## config.mk

```make
export PLATFORM = sky130hd
export DESIGN_NAME = tlpq_ctrl
export DESIGN_NICKNAME = d
export VERILOG_FILES = /design/src/two_level_priority_queue_core_macros.svh /design/src/tlpq_pkg.sv /design/src/tlpq_ctrl.sv
export SDC_FILE = /design/constraint.sdc
export NUM_CORES = 1
export LEC_CHECK = 0
export BUFFER_PORTS_ARGS = -buffer_cell sky130_fd_sc_hd__buf_2
export CAP_MARGIN = 5
export CORE_AREA = 2 2 39 41
export DETAILED_ROUTE_END_ITERATION = 10
export DIE_AREA = 0 0 41 43
export PLACE_DENSITY = 0.43
export SLEW_MARGIN = 25
export SYNTH_ARGS = -nofsm -noshare
export SYNTH_HDL_FRONTEND = slang
export SYNTH_SLANG_ARGS = --single-unit
```

## constraint.sdc

```tcl
create_clock -name clk -period 2.3 [get_ports clk]
set_clock_uncertainty 0.05 [all_clocks]
set_input_delay 0.575 -clock clk [delete_from_list [all_inputs] [get_ports clk]]
set_output_delay 0.575 -clock clk [all_outputs]
set_load 0.005 [all_outputs]
```

## src/two_level_priority_queue_core_macros.svh

```systemverilog
// Assertion macros shared by the two-level priority queue RTL.
// No dependencies; included by files that carry concurrent assertions.
`ifndef TWO_LEVEL_PRIORITY_QUEUE_CORE_MACROS_SVH
`define TWO_LEVEL_PRIORITY_QUEUE_CORE_MACROS_SVH

`ifndef SYNTH
// Check that is disabled while reset is asserted.
`define TLPQ_ASSERT(label, clk, rst_n, prop) \
  label: assert property (@(posedge clk) disable iff (!rst_n) (prop)) \
    else $error("tlpq assertion failed");
// Check that also holds during reset.
`define TLPQ_ASSERT_ALWAYS(label, clk, prop) \
  label: assert property (@(posedge clk) (prop)) \
    else $error("tlpq assertion failed");
`else
`define TLPQ_ASSERT(label, clk, rst_n, prop)
`define TLPQ_ASSERT_ALWAYS(label, clk, prop)
`endif

`endif

```

## src/tlpq_pkg.sv

```systemverilog
// Package for the two-level priority queue: sizes, codes, control types.
// No dependencies; used by every module of the block except tlpq_ram.
`default_nettype none
package tlpq_pkg;

  localparam int QUEUE_DEPTH = 8;
  localparam int DATA_W      = 32;
  localparam int PTR_W       = (QUEUE_DEPTH > 1) ? $clog2(QUEUE_DEPTH) : 1;
  localparam int CNT_W       = $clog2(QUEUE_DEPTH + 1);

  // operation codes
  localparam logic FUNC_INSERT = 1'b0;
  localparam logic FUNC_DELETE = 1'b1;

  // priority levels
  localparam logic LEVEL_HIGH = 1'b0;
  localparam logic LEVEL_LOW  = 1'b1;

  typedef enum logic [1:0] {
    ST_OK        = 2'd0,
    ST_OVERFLOW  = 2'd1,
    ST_UNDERFLOW = 2'd2
  } status_t;

  // controller -> datapath
  typedef struct packed {
    logic load;     // capture the accepted transaction
    logic exec;     // update queues and start the RAM read
    logic capture;  // take the RAM read data into the result
  } cmd_t;

  // datapath -> controller
  typedef struct packed {
    logic need_read;  // pending delete will pop a value
  } dp_stat_t;

endpackage
`default_nettype wire

```

## src/tlpq_ctrl.sv

```systemverilog
// Controller: one-hot sequencer for accept, execute, read and result phases.
// Depends on tlpq_pkg.
`default_nettype none
module tlpq_ctrl
  import tlpq_pkg::*;
(
  input  wire logic     clk,
  input  wire logic     rst_n,
  input  wire logic     in_valid,
  output      logic     in_ready,
  output      logic     out_valid,
  input  wire logic     out_ready,
  input  wire dp_stat_t stat,
  output      cmd_t     cmd
);

  typedef enum logic [3:0] {
    S_IDLE = 4'b0001,
    S_EXEC = 4'b0010,
    S_READ = 4'b0100,
    S_OUT  = 4'b1000
  } state_t;

  state_t state_r, state_nxt;

  assign in_ready    = (state_r == S_IDLE);
  assign out_valid   = (state_r == S_OUT);
  assign cmd.load    = in_valid && in_ready;
  assign cmd.exec    = (state_r == S_EXEC);
  assign cmd.capture = (state_r == S_READ);

  // next state
  always_comb begin
    state_nxt = state_r;
    case (state_r)
      S_IDLE: if (in_valid) state_nxt = S_EXEC;
      S_EXEC: state_nxt = stat.need_read ? S_READ : S_OUT;
      S_READ: state_nxt = S_OUT;
      S_OUT:  if (out_ready) state_nxt = S_IDLE;
      default: state_nxt = S_IDLE;
    endcase
  end

  always_ff @(posedge clk) begin
    if (!rst_n) begin
      state_r <= S_IDLE;
    end else begin
      state_r <= state_nxt;
    end
  end

endmodule
`default_nettype wire

```

==> reports/results.ini <==
[global_route]
grt_max_degree = 9
grt_use_total_pct = 7.41
grt_pass1_vias = 204
gr-total-overflow = 0
grt_first_pass_wirelength_um = 821
antenna_found_initial = 0

[sta]
fmax_mhz = 530
max-slew-margin-rel_pct = 78.7
slew_viol_final = 0
tightest_slew_ps = 319
setup-violations-final = 0
rsz0062_at_grt = no
finalSetupTns_ps = 0
fin_hold_ws_ps = 557
finalHoldViolations = 0
min_period_ps = 1890
fin_crit_sh_pct = 82.1

[floorplanning]
fp.coreArea_mm2 = 0.00138
die_h_um = 43
ios = 10
die_w_um = 41
row_count = 14
start_util_pct = 17.5
die-area_mm2 = 0.00176

[routing]
drc = 0
routedWlPerCell_um = 10.7
vias_per_cell = 4.27
drt_first_pass_iters = 1
drt-total-wl_um = 524
drt_iter0_markers = 0
dr_total_vias = 209
drtAntennaViolNets = 0

[final_layout]
diodes = 0
largest_reg_flops = 4
top_regs = state_r x4
final_cell_mix = 9 x buf_2, 4 x dfxtp_1, 3 x clkbuf_4
drive_above_1_share_pct = 51.5
nFillCells = 157
final_common_cell = buf_2
final_net_count = 40
largest_register = state_r
area_growth_syn_to_layout_pct = 31.4

[flow_run]
maxCapViolations = 0

[clocking]
cts_resized = 0
cts_tree = built
htree_levels = 1
postCtsHoldBufs = 0
cts.sinks = 4
cts.clk_slew.worst_paths_ps = 40
clockRootBuffer = clkbuf_4
insertion_delay_ps = 240
post_cts_buffers = 0
cts_buffer_depth = 2
numCtsBuffers = 3

[logic_synthesis]
syn_nets = 27
syn_inst = 22
synth_area_leaders = dfxtp_1 33%, nor3b_2 10%, nor4b_4 9.8%, nor3b_1 6.2%, and3_1 5.2%
syn_area_um2 = 243
yosysSeqAreaShare_pct = 33.0
ys_warn_count = 0
yosys.area.top_type_share_pct = 33.0
synth.avg_cell_area_um2 = 11.0
synth_area_leader_cell = dfxtp_1
ys_seq_elements = 4
synth.distinct_cells = 15

[worst_setup_path]
critical_path_class = reg -> out
cp_slowest_cell = dfxtp_1
startpoint_type = flip-flop
worstPathRequired_ps = 1670
slowest_delay_ps = 500
path_max_fanout = 8
worst_setup_path_end_kind = primary output
arrival_ps = 1260
crit_chain = nor3b_2 > and2b_1 > buf_2

[power]
ir_worst_vdd_mv = 0.253
p_per_area_mw_per_mm2 = 605
p_leak_uw = 0.000170

[placed_design]
finalWeightedCongestion = 0.798
io_buffer_count = 9
dp_hpwl_um = 412

[min_path]
min_path_type = in -> reg

[run_status]
status = finished clean

[metrics by stage]
step	instances	worst slack [ps]	total power [uW]	utilization (%)	cell area, um^2
3_5_place_dp	46	648	106	21.4	297
4_1_cts	49	400	197	23.1	319
6_report	49	412	193	23.1	319
5_1_grt	49	317	209	23.1	319
2_1_floorplan	22	798	96.8	-	243
3_3_place_gp	46	678	106	21.4	297
[critical path: cells and delay by family, from the launching register on]
family                 cells  cell delay (ps)
buffers and inverters      1              110
DFF                        1              500
and+or+nand+nor            2              420
[final timing paths]
path	startpoint	to	slack, ps	depth (start not counted)
max	state_r[1]$_SDFFE_PN0P_	cmd[1]	410	3
min	stat	state_r[2]$_SDFFE_PN0P_	560	2
max reg2reg	state_r[1]$_SDFFE_PN0P_	state_r[2]$_SDFFE_PN0P_	1120	3
min reg2reg	state_r[0]$_SDFFE_PN1P_	state_r[0]$_SDFFE_PN1P_	590	2
[synthesized netlist by cell type]
library cell and count:
a211o_1 1, a21oi_2 1, and2_1 1, and2b_1 1
and3_1 2, buf_6 1, dfxtp_1 4, inv_1 1
nor2b_1 2, nor3b_1 2, nor3b_2 2, nor4b_1 1
nor4b_4 1, o311a_2 1, o31ai_1 1
[area by class of cell]
cell class / instances / area, um^2 / area share, %
sequential: 4 / 80.1 / 25.1
timing repair buffer: 9 / 45.0 / 14.1
multi-input combinational: 16 / 148 / 46.3
tap: 16 / 20.0 / 6.27
clock buffer: 3 / 22.5 / 7.06
inverter: 1 / 3.75 / 1.18
[layer usage]
metal  routed length [um]  GRT usage, %
met4                    0          6.00
met1                  250          8.63
met3                   48          4.71
met5                    0             0
met2                  226          9.06
[logic make-up after synthesis]
group           Yosys count  synth area share [%]
compound gates            4                  15.0
buf+inv                   2                  6.18
flops                     4                  33.0
simple gates             12                  45.9
[report_power, final]
group | internal, uW | switching [uW] | total (uW) | leakage [uW]
Combinational | 15.8 | 9.34 | 25.2 | 0.000124
Sequential | 72.8 | 6.18 | 79.0 | 0.0000327
Clock | 58.5 | 30.4 | 88.8 | 0.0000138
Total | 147 | 45.9 | 193 | 0.000170
Power figures use the tool's default switching activity.
