File: src/two_level_priority_queue_core_macros.svh
// Assertion macros shared by the two-level priority queue RTL.
// No dependencies; included by files that carry concurrent assertions.
`ifndef TWO_LEVEL_PRIORITY_QUEUE_CORE_MACROS_SVH
`define TWO_LEVEL_PRIORITY_QUEUE_CORE_MACROS_SVH

`ifndef SYNTH
// Check that is disabled while reset is asserted.
`define TLPQ_ASSERT(label, clk, rst_n, prop) \
  label: assert property (@(posedge clk) disable iff (!rst_n) (prop)) \
    else $error("tlpq assertion failed");
// Check that also holds during reset.
`define TLPQ_ASSERT_ALWAYS(label, clk, prop) \
  label: assert property (@(posedge clk) (prop)) \
    else $error("tlpq assertion failed");
`else
`define TLPQ_ASSERT(label, clk, rst_n, prop)
`define TLPQ_ASSERT_ALWAYS(label, clk, prop)
`endif

`endif

File: src/tlpq_pkg.sv
// Package for the two-level priority queue: sizes, codes, control types.
// No dependencies; used by every module of the block except tlpq_ram.
`default_nettype none
package tlpq_pkg;

  localparam int QUEUE_DEPTH = 8;
  localparam int DATA_W      = 32;
  localparam int PTR_W       = (QUEUE_DEPTH > 1) ? $clog2(QUEUE_DEPTH) : 1;
  localparam int CNT_W       = $clog2(QUEUE_DEPTH + 1);

  // operation codes
  localparam logic FUNC_INSERT = 1'b0;
  localparam logic FUNC_DELETE = 1'b1;

  // priority levels
  localparam logic LEVEL_HIGH = 1'b0;
  localparam logic LEVEL_LOW  = 1'b1;

  typedef enum logic [1:0] {
    ST_OK        = 2'd0,
    ST_OVERFLOW  = 2'd1,
    ST_UNDERFLOW = 2'd2
  } status_t;

  // controller -> datapath
  typedef struct packed {
    logic load;     // capture the accepted transaction
    logic exec;     // update queues and start the RAM read
    logic capture;  // take the RAM read data into the result
  } cmd_t;

  // datapath -> controller
  typedef struct packed {
    logic need_read;  // pending delete will pop a value
  } dp_stat_t;

endpackage
`default_nettype wire

File: src/tlpq_ram.sv
// Generic single-write, single-read RAM with registered read data.
// No dependencies.
`default_nettype none
module tlpq_ram #(
  parameter int WIDTH = 32,
  parameter int DEPTH = 8
) (
  input  wire logic                     clk,
  input  wire logic                     we,
  input  wire logic [$clog2(DEPTH)-1:0] waddr,
  input  wire logic [WIDTH-1:0]         wdata,
  input  wire logic                     re,
  input  wire logic [$clog2(DEPTH)-1:0] raddr,
  output      logic [WIDTH-1:0]         rdata
);

  logic [WIDTH-1:0] mem [DEPTH];

  // write port
  always_ff @(posedge clk) begin
    if (we) begin
      mem[waddr] <= wdata;
    end
  end

  // registered read port
  always_ff @(posedge clk) begin
    if (re) begin
      rdata <= mem[raddr];
    end
  end

endmodule
`default_nettype wire

File: src/tlpq_dp.sv
// Datapath: operation register, two circular FIFOs (pointers, counts, RAMs)
// and the result register. Depends on tlpq_pkg, tlpq_ram and the macro header.
`include "two_level_priority_queue_core_macros.svh"
`default_nettype none
module tlpq_dp
  import tlpq_pkg::*;
(
  input  wire logic                     clk,
  input  wire logic                     rst_n,
  input  wire cmd_t                     cmd,
  output      dp_stat_t                 stat,
  input  wire logic                     in_func,
  input  wire logic signed [DATA_W-1:0] in_data,
  input  wire logic                     in_level,
  output      status_t                  res_status,
  output      logic signed [DATA_W-1:0] res_data,
  output      logic                     res_served
);

  localparam logic [PTR_W-1:0] LAST_SLOT = PTR_W'(QUEUE_DEPTH - 1);
  localparam logic [CNT_W-1:0] FULL_CNT  = CNT_W'(QUEUE_DEPTH);

  // captured transaction
  logic              func_r;
  logic [DATA_W-1:0] data_r;
  logic              level_r;

  // queue pointers and fill counts
  logic [PTR_W-1:0] hhead_r, hhead_nxt, htail_r, htail_nxt;
  logic [PTR_W-1:0] lhead_r, lhead_nxt, ltail_r, ltail_nxt;
  logic [CNT_W-1:0] hcnt_r, hcnt_nxt, lcnt_r, lcnt_nxt;

  // result
  status_t           status_r, status_nxt;
  logic [DATA_W-1:0] rdata_r;
  logic              served_r, served_nxt;

  logic              h_we, l_we, h_re, l_re;
  logic [DATA_W-1:0] h_rdata, l_rdata;
  logic              h_full, l_full, h_empty, l_empty;

  function automatic logic [PTR_W-1:0] next_slot(input logic [PTR_W-1:0] p);
    next_slot = (p == LAST_SLOT) ? '0 : p + 1'b1;
  endfunction

  assign h_full  = (hcnt_r == FULL_CNT);
  assign l_full  = (lcnt_r == FULL_CNT);
  assign h_empty = (hcnt_r == '0);
  assign l_empty = (lcnt_r == '0);

  assign stat.need_read = (func_r == FUNC_DELETE) && !(h_empty && l_empty);

  // transaction register
  always_ff @(posedge clk) begin
    if (cmd.load) begin
      func_r  <= in_func;
      data_r  <= in_data;
      level_r <= in_level;
    end
  end

  // queue update for the pending operation
  always_comb begin
    hhead_nxt  = hhead_r;
    htail_nxt  = htail_r;
    hcnt_nxt   = hcnt_r;
    lhead_nxt  = lhead_r;
    ltail_nxt  = ltail_r;
    lcnt_nxt   = lcnt_r;
    status_nxt = status_r;
    served_nxt = served_r;
    h_we = 1'b0;
    l_we = 1'b0;
    h_re = 1'b0;
    l_re = 1'b0;
    if (cmd.exec) begin
      status_nxt = ST_OK;
      served_nxt = LEVEL_HIGH;
      if (func_r == FUNC_INSERT) begin
        if (level_r == LEVEL_HIGH) begin
          if (h_full) begin
            status_nxt = ST_OVERFLOW;
          end else begin
            h_we      = 1'b1;
            htail_nxt = next_slot(htail_r);
            hcnt_nxt  = hcnt_r + 1'b1;
          end
        end else begin
          if (l_full) begin
            status_nxt = ST_OVERFLOW;
          end else begin
            l_we      = 1'b1;
            ltail_nxt = next_slot(ltail_r);
            lcnt_nxt  = lcnt_r + 1'b1;
          end
        end
      end else if (!h_empty) begin
        h_re      = 1'b1;
        hhead_nxt = next_slot(hhead_r);
        hcnt_nxt  = hcnt_r - 1'b1;
      end else if (!l_empty) begin
        l_re       = 1'b1;
        lhead_nxt  = next_slot(lhead_r);
        lcnt_nxt   = lcnt_r - 1'b1;
        served_nxt = LEVEL_LOW;
      end else begin
        status_nxt = ST_UNDERFLOW;
      end
    end
  end

  // control registers
  always_ff @(posedge clk) begin
    if (!rst_n) begin
      hhead_r <= '0;
      htail_r <= '0;
      hcnt_r  <= '0;
      lhead_r <= '0;
      ltail_r <= '0;
      lcnt_r  <= '0;
    end else begin
      hhead_r <= hhead_nxt;
      htail_r <= htail_nxt;
      hcnt_r  <= hcnt_nxt;
      lhead_r <= lhead_nxt;
      ltail_r <= ltail_nxt;
      lcnt_r  <= lcnt_nxt;
    end
  end

  // result registers; data is zero unless a popped value is captured
  always_ff @(posedge clk) begin
    status_r <= status_nxt;
    served_r <= served_nxt;
    if (cmd.exec) begin
      rdata_r <= '0;
    end else if (cmd.capture) begin
      rdata_r <= (served_r == LEVEL_LOW) ? l_rdata : h_rdata;
    end
  end

  assign res_status = status_r;
  assign res_data   = rdata_r;
  assign res_served = served_r;

  // value storage
  tlpq_ram #(.WIDTH(DATA_W), .DEPTH(QUEUE_DEPTH)) u_high_ram (
    .clk   (clk),
    .we    (h_we),
    .waddr (htail_r),
    .wdata (data_r),
    .re    (h_re),
    .raddr (hhead_r),
    .rdata (h_rdata)
  );

  tlpq_ram #(.WIDTH(DATA_W), .DEPTH(QUEUE_DEPTH)) u_low_ram (
    .clk   (clk),
    .we    (l_we),
    .waddr (ltail_r),
    .wdata (data_r),
    .re    (l_re),
    .raddr (lhead_r),
    .rdata (l_rdata)
  );

  // checks
  `TLPQ_ASSERT(a_cnt_bound, clk, rst_n, (hcnt_r <= FULL_CNT) && (lcnt_r <= FULL_CNT))
  `TLPQ_ASSERT(a_pop_nonempty, clk, rst_n, (h_re |-> !h_empty) and (l_re |-> !l_empty))
  `TLPQ_ASSERT(a_low_only_if_high_empty, clk, rst_n, l_re |-> h_empty)
  `TLPQ_ASSERT(a_idle_stable, clk, rst_n, !cmd.exec |=> $stable(hcnt_r) && $stable(lcnt_r))

endmodule
`default_nettype wire

File: config.mk
export PLATFORM = sky130hd
export DESIGN_NAME = tlpq_dp
export DESIGN_NICKNAME = d
export VERILOG_FILES = /design/src/tlpq_pkg.sv /design/src/tlpq_ram.sv /design/src/tlpq_dp.sv
export VERILOG_INCLUDE_DIRS = /design/src /design/src/src
export SDC_FILE = /design/constraint.sdc
export NUM_CORES = 1
export LEC_CHECK = 0
export BUFFER_PORTS_ARGS = -buffer_cell sky130_fd_sc_hd__buf_2
export CAP_MARGIN = 30
export CORE_AREA = 3 3 206 208
export CTS_CLUSTER_SIZE = 20
export DETAILED_ROUTE_END_ITERATION = 8
export DIE_AREA = 0 0 209 211
export PLACE_DENSITY_LB_ADDON = 0.05
export SYNTH_ARGS = -nofsm -noshare
export SYNTH_HDL_FRONTEND = slang
export SYNTH_SLANG_ARGS = --single-unit
File: constraint.sdc
create_clock -name clk -period 8.4 [get_ports clk]
set_input_delay 2.1 -clock clk [delete_from_list [all_inputs] [get_ports clk]]
set_output_delay 2.1 -clock clk [all_outputs]
set_load 0.02 [all_outputs]
==> results of run 1 <==
==> synth_stat cells <==
library cell,n,area (um2)
edfxtp_1,613,18400
mux4_2,128,2880
mux2_2,64,721
dfxtp_1,52,1040
nor2_1,47,176
mux2i_1,39,390
a211oi_1,33,248
clkbuf_1,31,116
nand2_1,22,82.6
a21oi_1,16,80.1
buf_2,13,65.1
ha_1,12,150
buf_1,10,37.5
nor3_1,9,45.0
nand2b_1,7,43.8
inv_1,6,22.5
o21ai_0,4,20.0
or3_1,4,25.0
nand3_1,3,15.0
nor4_1,3,18.8
xnor2_1,3,26.3
fa_1,2,40.0
nand3b_1,2,15.0
nor4b_1,2,17.5
a211oi_2,1,12.5
a21o_2,1,8.76
and3_1,1,6.26
and3_2,1,7.51
buf_6,1,11.3
clkinv_1,1,3.75
nor3b_1,1,7.51
nor4_4,1,21.3
o311a_1,1,10.0
o32ai_1,1,8.76
or3b_1,1,8.76
or3b_2,1,8.76
==> report_power, final <==
part	internal (mW)	total [mW]	switching, mW
clock network	1.65	2.82	1.16
logic	0.224	0.454	0.230
registers	3.74	3.88	0.133
==> registers in the layout, summed over array words and instances (netlist names), 4 cells and up <==
name and count:
u_high_ram.mem 256, res_data 32, hcnt_r 4, data_r 32, u_low_ram.mem 256, u_low_ram.rdata 32, lcnt_r 4, u_high_ram.rdata 32
==> worst max-delay path, cell delays in order <==
cell,delay (ps)
buf_2,680
nand2b_1,260
or3b_2,660
nor4_2,720
buf_4,530
==> area by class of cell <==
class | instances | area (um2) | share of cell area
Sequential cell | 665 | 19500 | 0.689
Multi-Input combinational cell | 410 | 5200 | 0.184
Clock buffer | 96 | 1960 | 0.0695
Timing Repair Buffer | 102 | 788 | 0.0279
Tap cell | 532 | 666 | 0.0236
Clock inverter | 25 | 135 | 0.00478
Inverter | 7 | 26.3 | 0.000930
Antenna cell | 1 | 2.50 | 0.0000886
==> how the worst min path moves through the flow <==
stage	start	to	slack (ps)
2_1_floorplan	lcnt_r[3]	lcnt_r[3]	450
3_5_place_dp	res_data[10]	res_data[10]	470
6_report	res_data[10]	res_data[10]	480
5_1_grt	res_data[3]	res_data[3]	500
3_3_place_gp	lcnt_r[3]	lcnt_r[3]	460
4_1_cts	res_data[10]	res_data[10]	480
==> metrics by stage <==
step                      cells  instance area, um2  hold slack [ps]   util
after global placement     1703               25800              464  0.634
after global routing       1837               28200              502  0.693
after detailed placement   1713               26100              474  0.640
after floorplan            1137               24800              451      -
final                      1838               28300              477  0.693
after CTS                  1834               28200              481  0.691
==> logic make-up after synthesis <==
kind of cell	share of synthesized area
compound gates	0.0156
xor+xnor	0.00106
fa+ha+maj	0.00767
buf+inv	0.0103
flops	0.784
mux	0.161
simple gates	0.0201
==> per-layer routing <==
metal / part of all wire / wire [um]
met1: 0.45 / 22300
met2: 0.48 / 23600
met3: 0.056 / 2760
met4: 0.019 / 951
met5: 0 / 0
==> flow_summary.json, run 1 <==
{
  "synth.ff_latch_count": 665,
  "drt_iter0_markers": 1041,
  "crit_path_end": "u_low_ram.mem[0][10]",
  "hpwl_um": 29400,
  "insertion_delay_ps": 580,
  "post_cts_buffers": 0,
  "yosysWarnings": 0,
  "first_pass_iters": 5,
  "slew_violations": 0,
  "max_clock_freq_mhz": 210,
  "cts-hold-fix-buffers": 0,
  "ir_drop_mv": 0.221,
  "syn2layout_area_growth_pct": 13.9,
  "drc": 0,
  "regToRegSetupSlack_ps": 5280,
  "die_x_um": 209,
  "cts.sinks": 665,
  "grt.busiest_layer": "met2",
  "rr_endpoint": "u_low_ram.mem[0][10]",
  "portBuffers": 74,
  "clock_path_buffers": 3,
  "viasPerCell": 6.15,
  "most-common-layout-cells": "613 x edfxtp_1, 128 x mux4_2, 74 x clkbuf_16, 74 x buf_2, 64 x mux2_2",
  "worstSetupStartpointType": "input port",
  "synth_nets": 1190,
  "rsz0062_at_grt": "false",
  "cp_max_fo": 37,
  "period_share": 0.568,
  "worst_pin_slew_ps": 910,
  "routed-via-count": 11300,
  "ctsResizeCount": 0,
  "finalSetupTns_ps": 0,
  "hold_path.class": "register to register",
  "rows": 74,
  "wl_per_cell_um": 27.0,
  "yosysSeqAreaShare": 0.784,
  "finalNetCount": 1306,
  "max_slew_margin": 0.393,
  "numCtsBuffers": 67,
  "coreArea_um2": 40700,
  "arrival_ps": 4980,
  "fill_cells": 2489,
  "gp_congestion": 0.780,
  "start_util": 0.609,
  "p_per_area_nw_per_um2": 253,
  "hold_viol": 0,
  "fin_ws_ps": 3630,
  "grt_pass1_wl_um": 74500,
  "power_mw": 7.15,
  "max_cap_viol_count": 0,
  "critPathCaptureType": "register",
  "grt_antenna_before_repair": 1,
  "final_common_cell": "edfxtp_1",
  "track_usage": 0.232,
  "place_ws_ps": 2960,
  "cts_root_buffer": "clkbuf_16",
  "hold_path_depth": 2,
  "grt_max_degree": 67,
  "first_global_vias": 11400,
  "met3_usage": 0.0377,
  "ff2ff_path_depth": 4,
  "htreeDepth": 3,
  "grt-ovfl-total": 0,
  "setup_violations": 0,
  "cp.required_ps": 8610,
  "drive_gt1_frac": 0.313,
  "p_leak_nw": 9.00,
  "syn_area_um2": 24800,
  "worst_clock_skew_ps": 20.7,
  "worstSetupPathType": "input port to register",
  "wirelength_um": 49700,
  "die_y_um": 211,
  "die-area_um2": 44100,
  "synthCells": 1137,
  "path_clk_slew_ps": 50,
  "cts_tree": "yes",
  "gr-usage-met2": 0.358,
  "outcome": "finished clean",
  "fin_crit_ps": 4770,
  "grt_util_met1": 0.357,
  "syn_area_per_cell_um2": 21.8,
  "crit-reg2reg-launch": "func_r",
  "ant_nets": 0,
  "io_pins": 75,
  "crit_start": "cmd[1]",
  "synth.distinct_cells": 36
}
(Power assumes the default switching activity.)
==> inputs of run 2 (changes only) <==
clock period = 4.9 ns   (was 8.4 ns; I/O delays follow)
==> flow_summary.json, run 2 (synthesized netlist as in run 1, its figures left out) <==
{
  "gp_congestion": 0.754,
  "rows": 74,
  "p_sw_frac": 0.211,
  "setup_violations": 0,
  "die_x_um": 209,
  "diodes": 0,
  "wirelength_um": 49000,
  "wl_per_cell_um": 26.5,
  "grt_pass1_wl_um": 74300,
  "viasPerCell": 6.12,
  "grt-ovfl-total": 0,
  "rsz0062_at_grt": "false",
  "grt_antenna_before_repair": 0,
  "max_clock_freq_mhz": 306,
  "htreeDepth": 3,
  "regToRegSetupSlack_ps": 1700,
  "worstSetupPathType": "input port to register",
  "insertion_delay_ps": 590,
  "syn2layout_area_growth_pct": 14.1,
  "final_common_cell": "edfxtp_1",
  "max_slew_margin": 0.367,
  "drive_gt1_frac": 0.320,
  "numCtsBuffers": 68,
  "cts_tree": "yes",
  "cts.sinks": 665,
  "slew_violations": 0,
  "p_clk_frac": 0.408,
  "path_clk_slew_ps": 60,
  "drc": 0,
  "hold_path.class": "register to register",
  "rr_endpoint": "u_low_ram.mem[5][14]",
  "final_core_util": 0.694,
  "track_usage": 0.228,
  "p_sw_mw": 2.62,
  "hold_viol": 0,
  "crit_path_end": "u_low_ram.mem[5][14]",
  "portBuffers": 74,
  "worstSetupStartpointType": "input port",
  "p_comb_frac": 0.060,
  "period_share": 0.667,
  "worst_clock_skew_ps": 22.3,
  "worst_pin_slew_ps": 948,
  "first_pass_iters": 5,
  "die-area_um2": 44100,
  "ir_drop_mv": 0.340,
  "hpwl_um": 28300,
  "ant_nets": 0,
  "io_pins": 75,
  "critPathCaptureType": "register",
  "max_cap_viol_count": 0,
  "most-common-layout-cells": "613 x edfxtp_1, 128 x mux4_2, 74 x buf_2",
  "crit_start": "cmd[1]",
  "ff2ff_path_depth": 5,
  "routed-via-count": 11300,
  "arrival_ps": 3510,
  "post_cts_buffers": 0,
  "grt_max_degree": 42,
  "seq_power_share": 0.532,
  "cp_max_fo": 19,
  "crit-reg2reg-launch": "func_r",
  "coreArea_um2": 40700,
  "outcome": "finished clean",
  "cts_root_buffer": "clkbuf_16",
  "die_y_um": 211,
  "cts-hold-fix-buffers": 0,
  "p_leak_nw": 9.05,
  "finalSetupTns_ps": 0,
  "first_global_vias": 11800,
  "clock_path_buffers": 3,
  "cp.required_ps": 5140,
  "reg_top3": "u_high_ram.mem: 256 flops, u_low_ram.mem: 256 flops",
  "intPower_mw": 9.84,
  "p_per_area_nw_per_um2": 441,
  "fin_crit_ps": 3270,
  "start_util": 0.609,
  "ctsResizeCount": 0,
  "finalNetCount": 1314,
  "drt_iter0_markers": 879
}
==> run 2: cell types whose count changed in the layout (fill, tap and decap cells not counted), sizes merged <==
cell	before	now
buf	102	109
bufinv	1	6
diode	1	0
clkbuf	96	95
==> run 2: layout make-up <==
type	instances	area (um2)
clock buffers	95	1910
inverters	7	26.3
fillers	2526	12400
multi-input cells	410	5220
repair buffers	109	683
well taps	532	666
flip-flops and latches	665	19500
clock inverters	30	323
==> run 2: per-layer routing <==
metal	vias up	GRT usage	routed length [um]
li1	4941	-	-
met1	6026	0.330	21500
met2	274	0.374	24500
met3	69	0.0377	2170
met4	0	0.0559	881
met5	-	0	0
==> run 2: through the flow <==
step                power, mW  hold WS, ps  setup slack (ps)  instance area [um2]  cells
floorplan                7.22          451              9.41                24800   1137
global placement         7.50          470              1090                26000   1719
detailed placement       7.52          475              1020                26000   1722
CTS                      12.6          483              1640                28300   1847
global route             12.9          496              1470                28300   1848
finish                   12.5          481              1630                28300   1848
==> run 2: worst min-delay path by stage <==
stage,start,end,depth (start not counted)
CTS,res_data[8],res_data[8],2
finish,res_data[8],res_data[8],2
global placement,lcnt_r[3],lcnt_r[3],2
detailed placement,res_data[8],res_data[8],2
global route,lhead_r[2],lhead_r[2],2
floorplan,lcnt_r[3],lcnt_r[3],2
==> run 2: critical path, cell delays in order <==
cell and delay (ps):
buf_2 90, nand2b_1 120, nor3b_1 660, nand2_1 390
nor2_4 540, buf_4 440
==> run 2: power by group through the flow <==
stage	clock network (mW)	registers (mW)	logic, mW
after floorplan	0	6.66	0.561
after global placement	0	6.75	0.743
after detailed placement	0	6.76	0.759
after CTS	5.18	6.64	0.764
after global routing	5.43	6.66	0.810
final	5.08	6.63	0.751
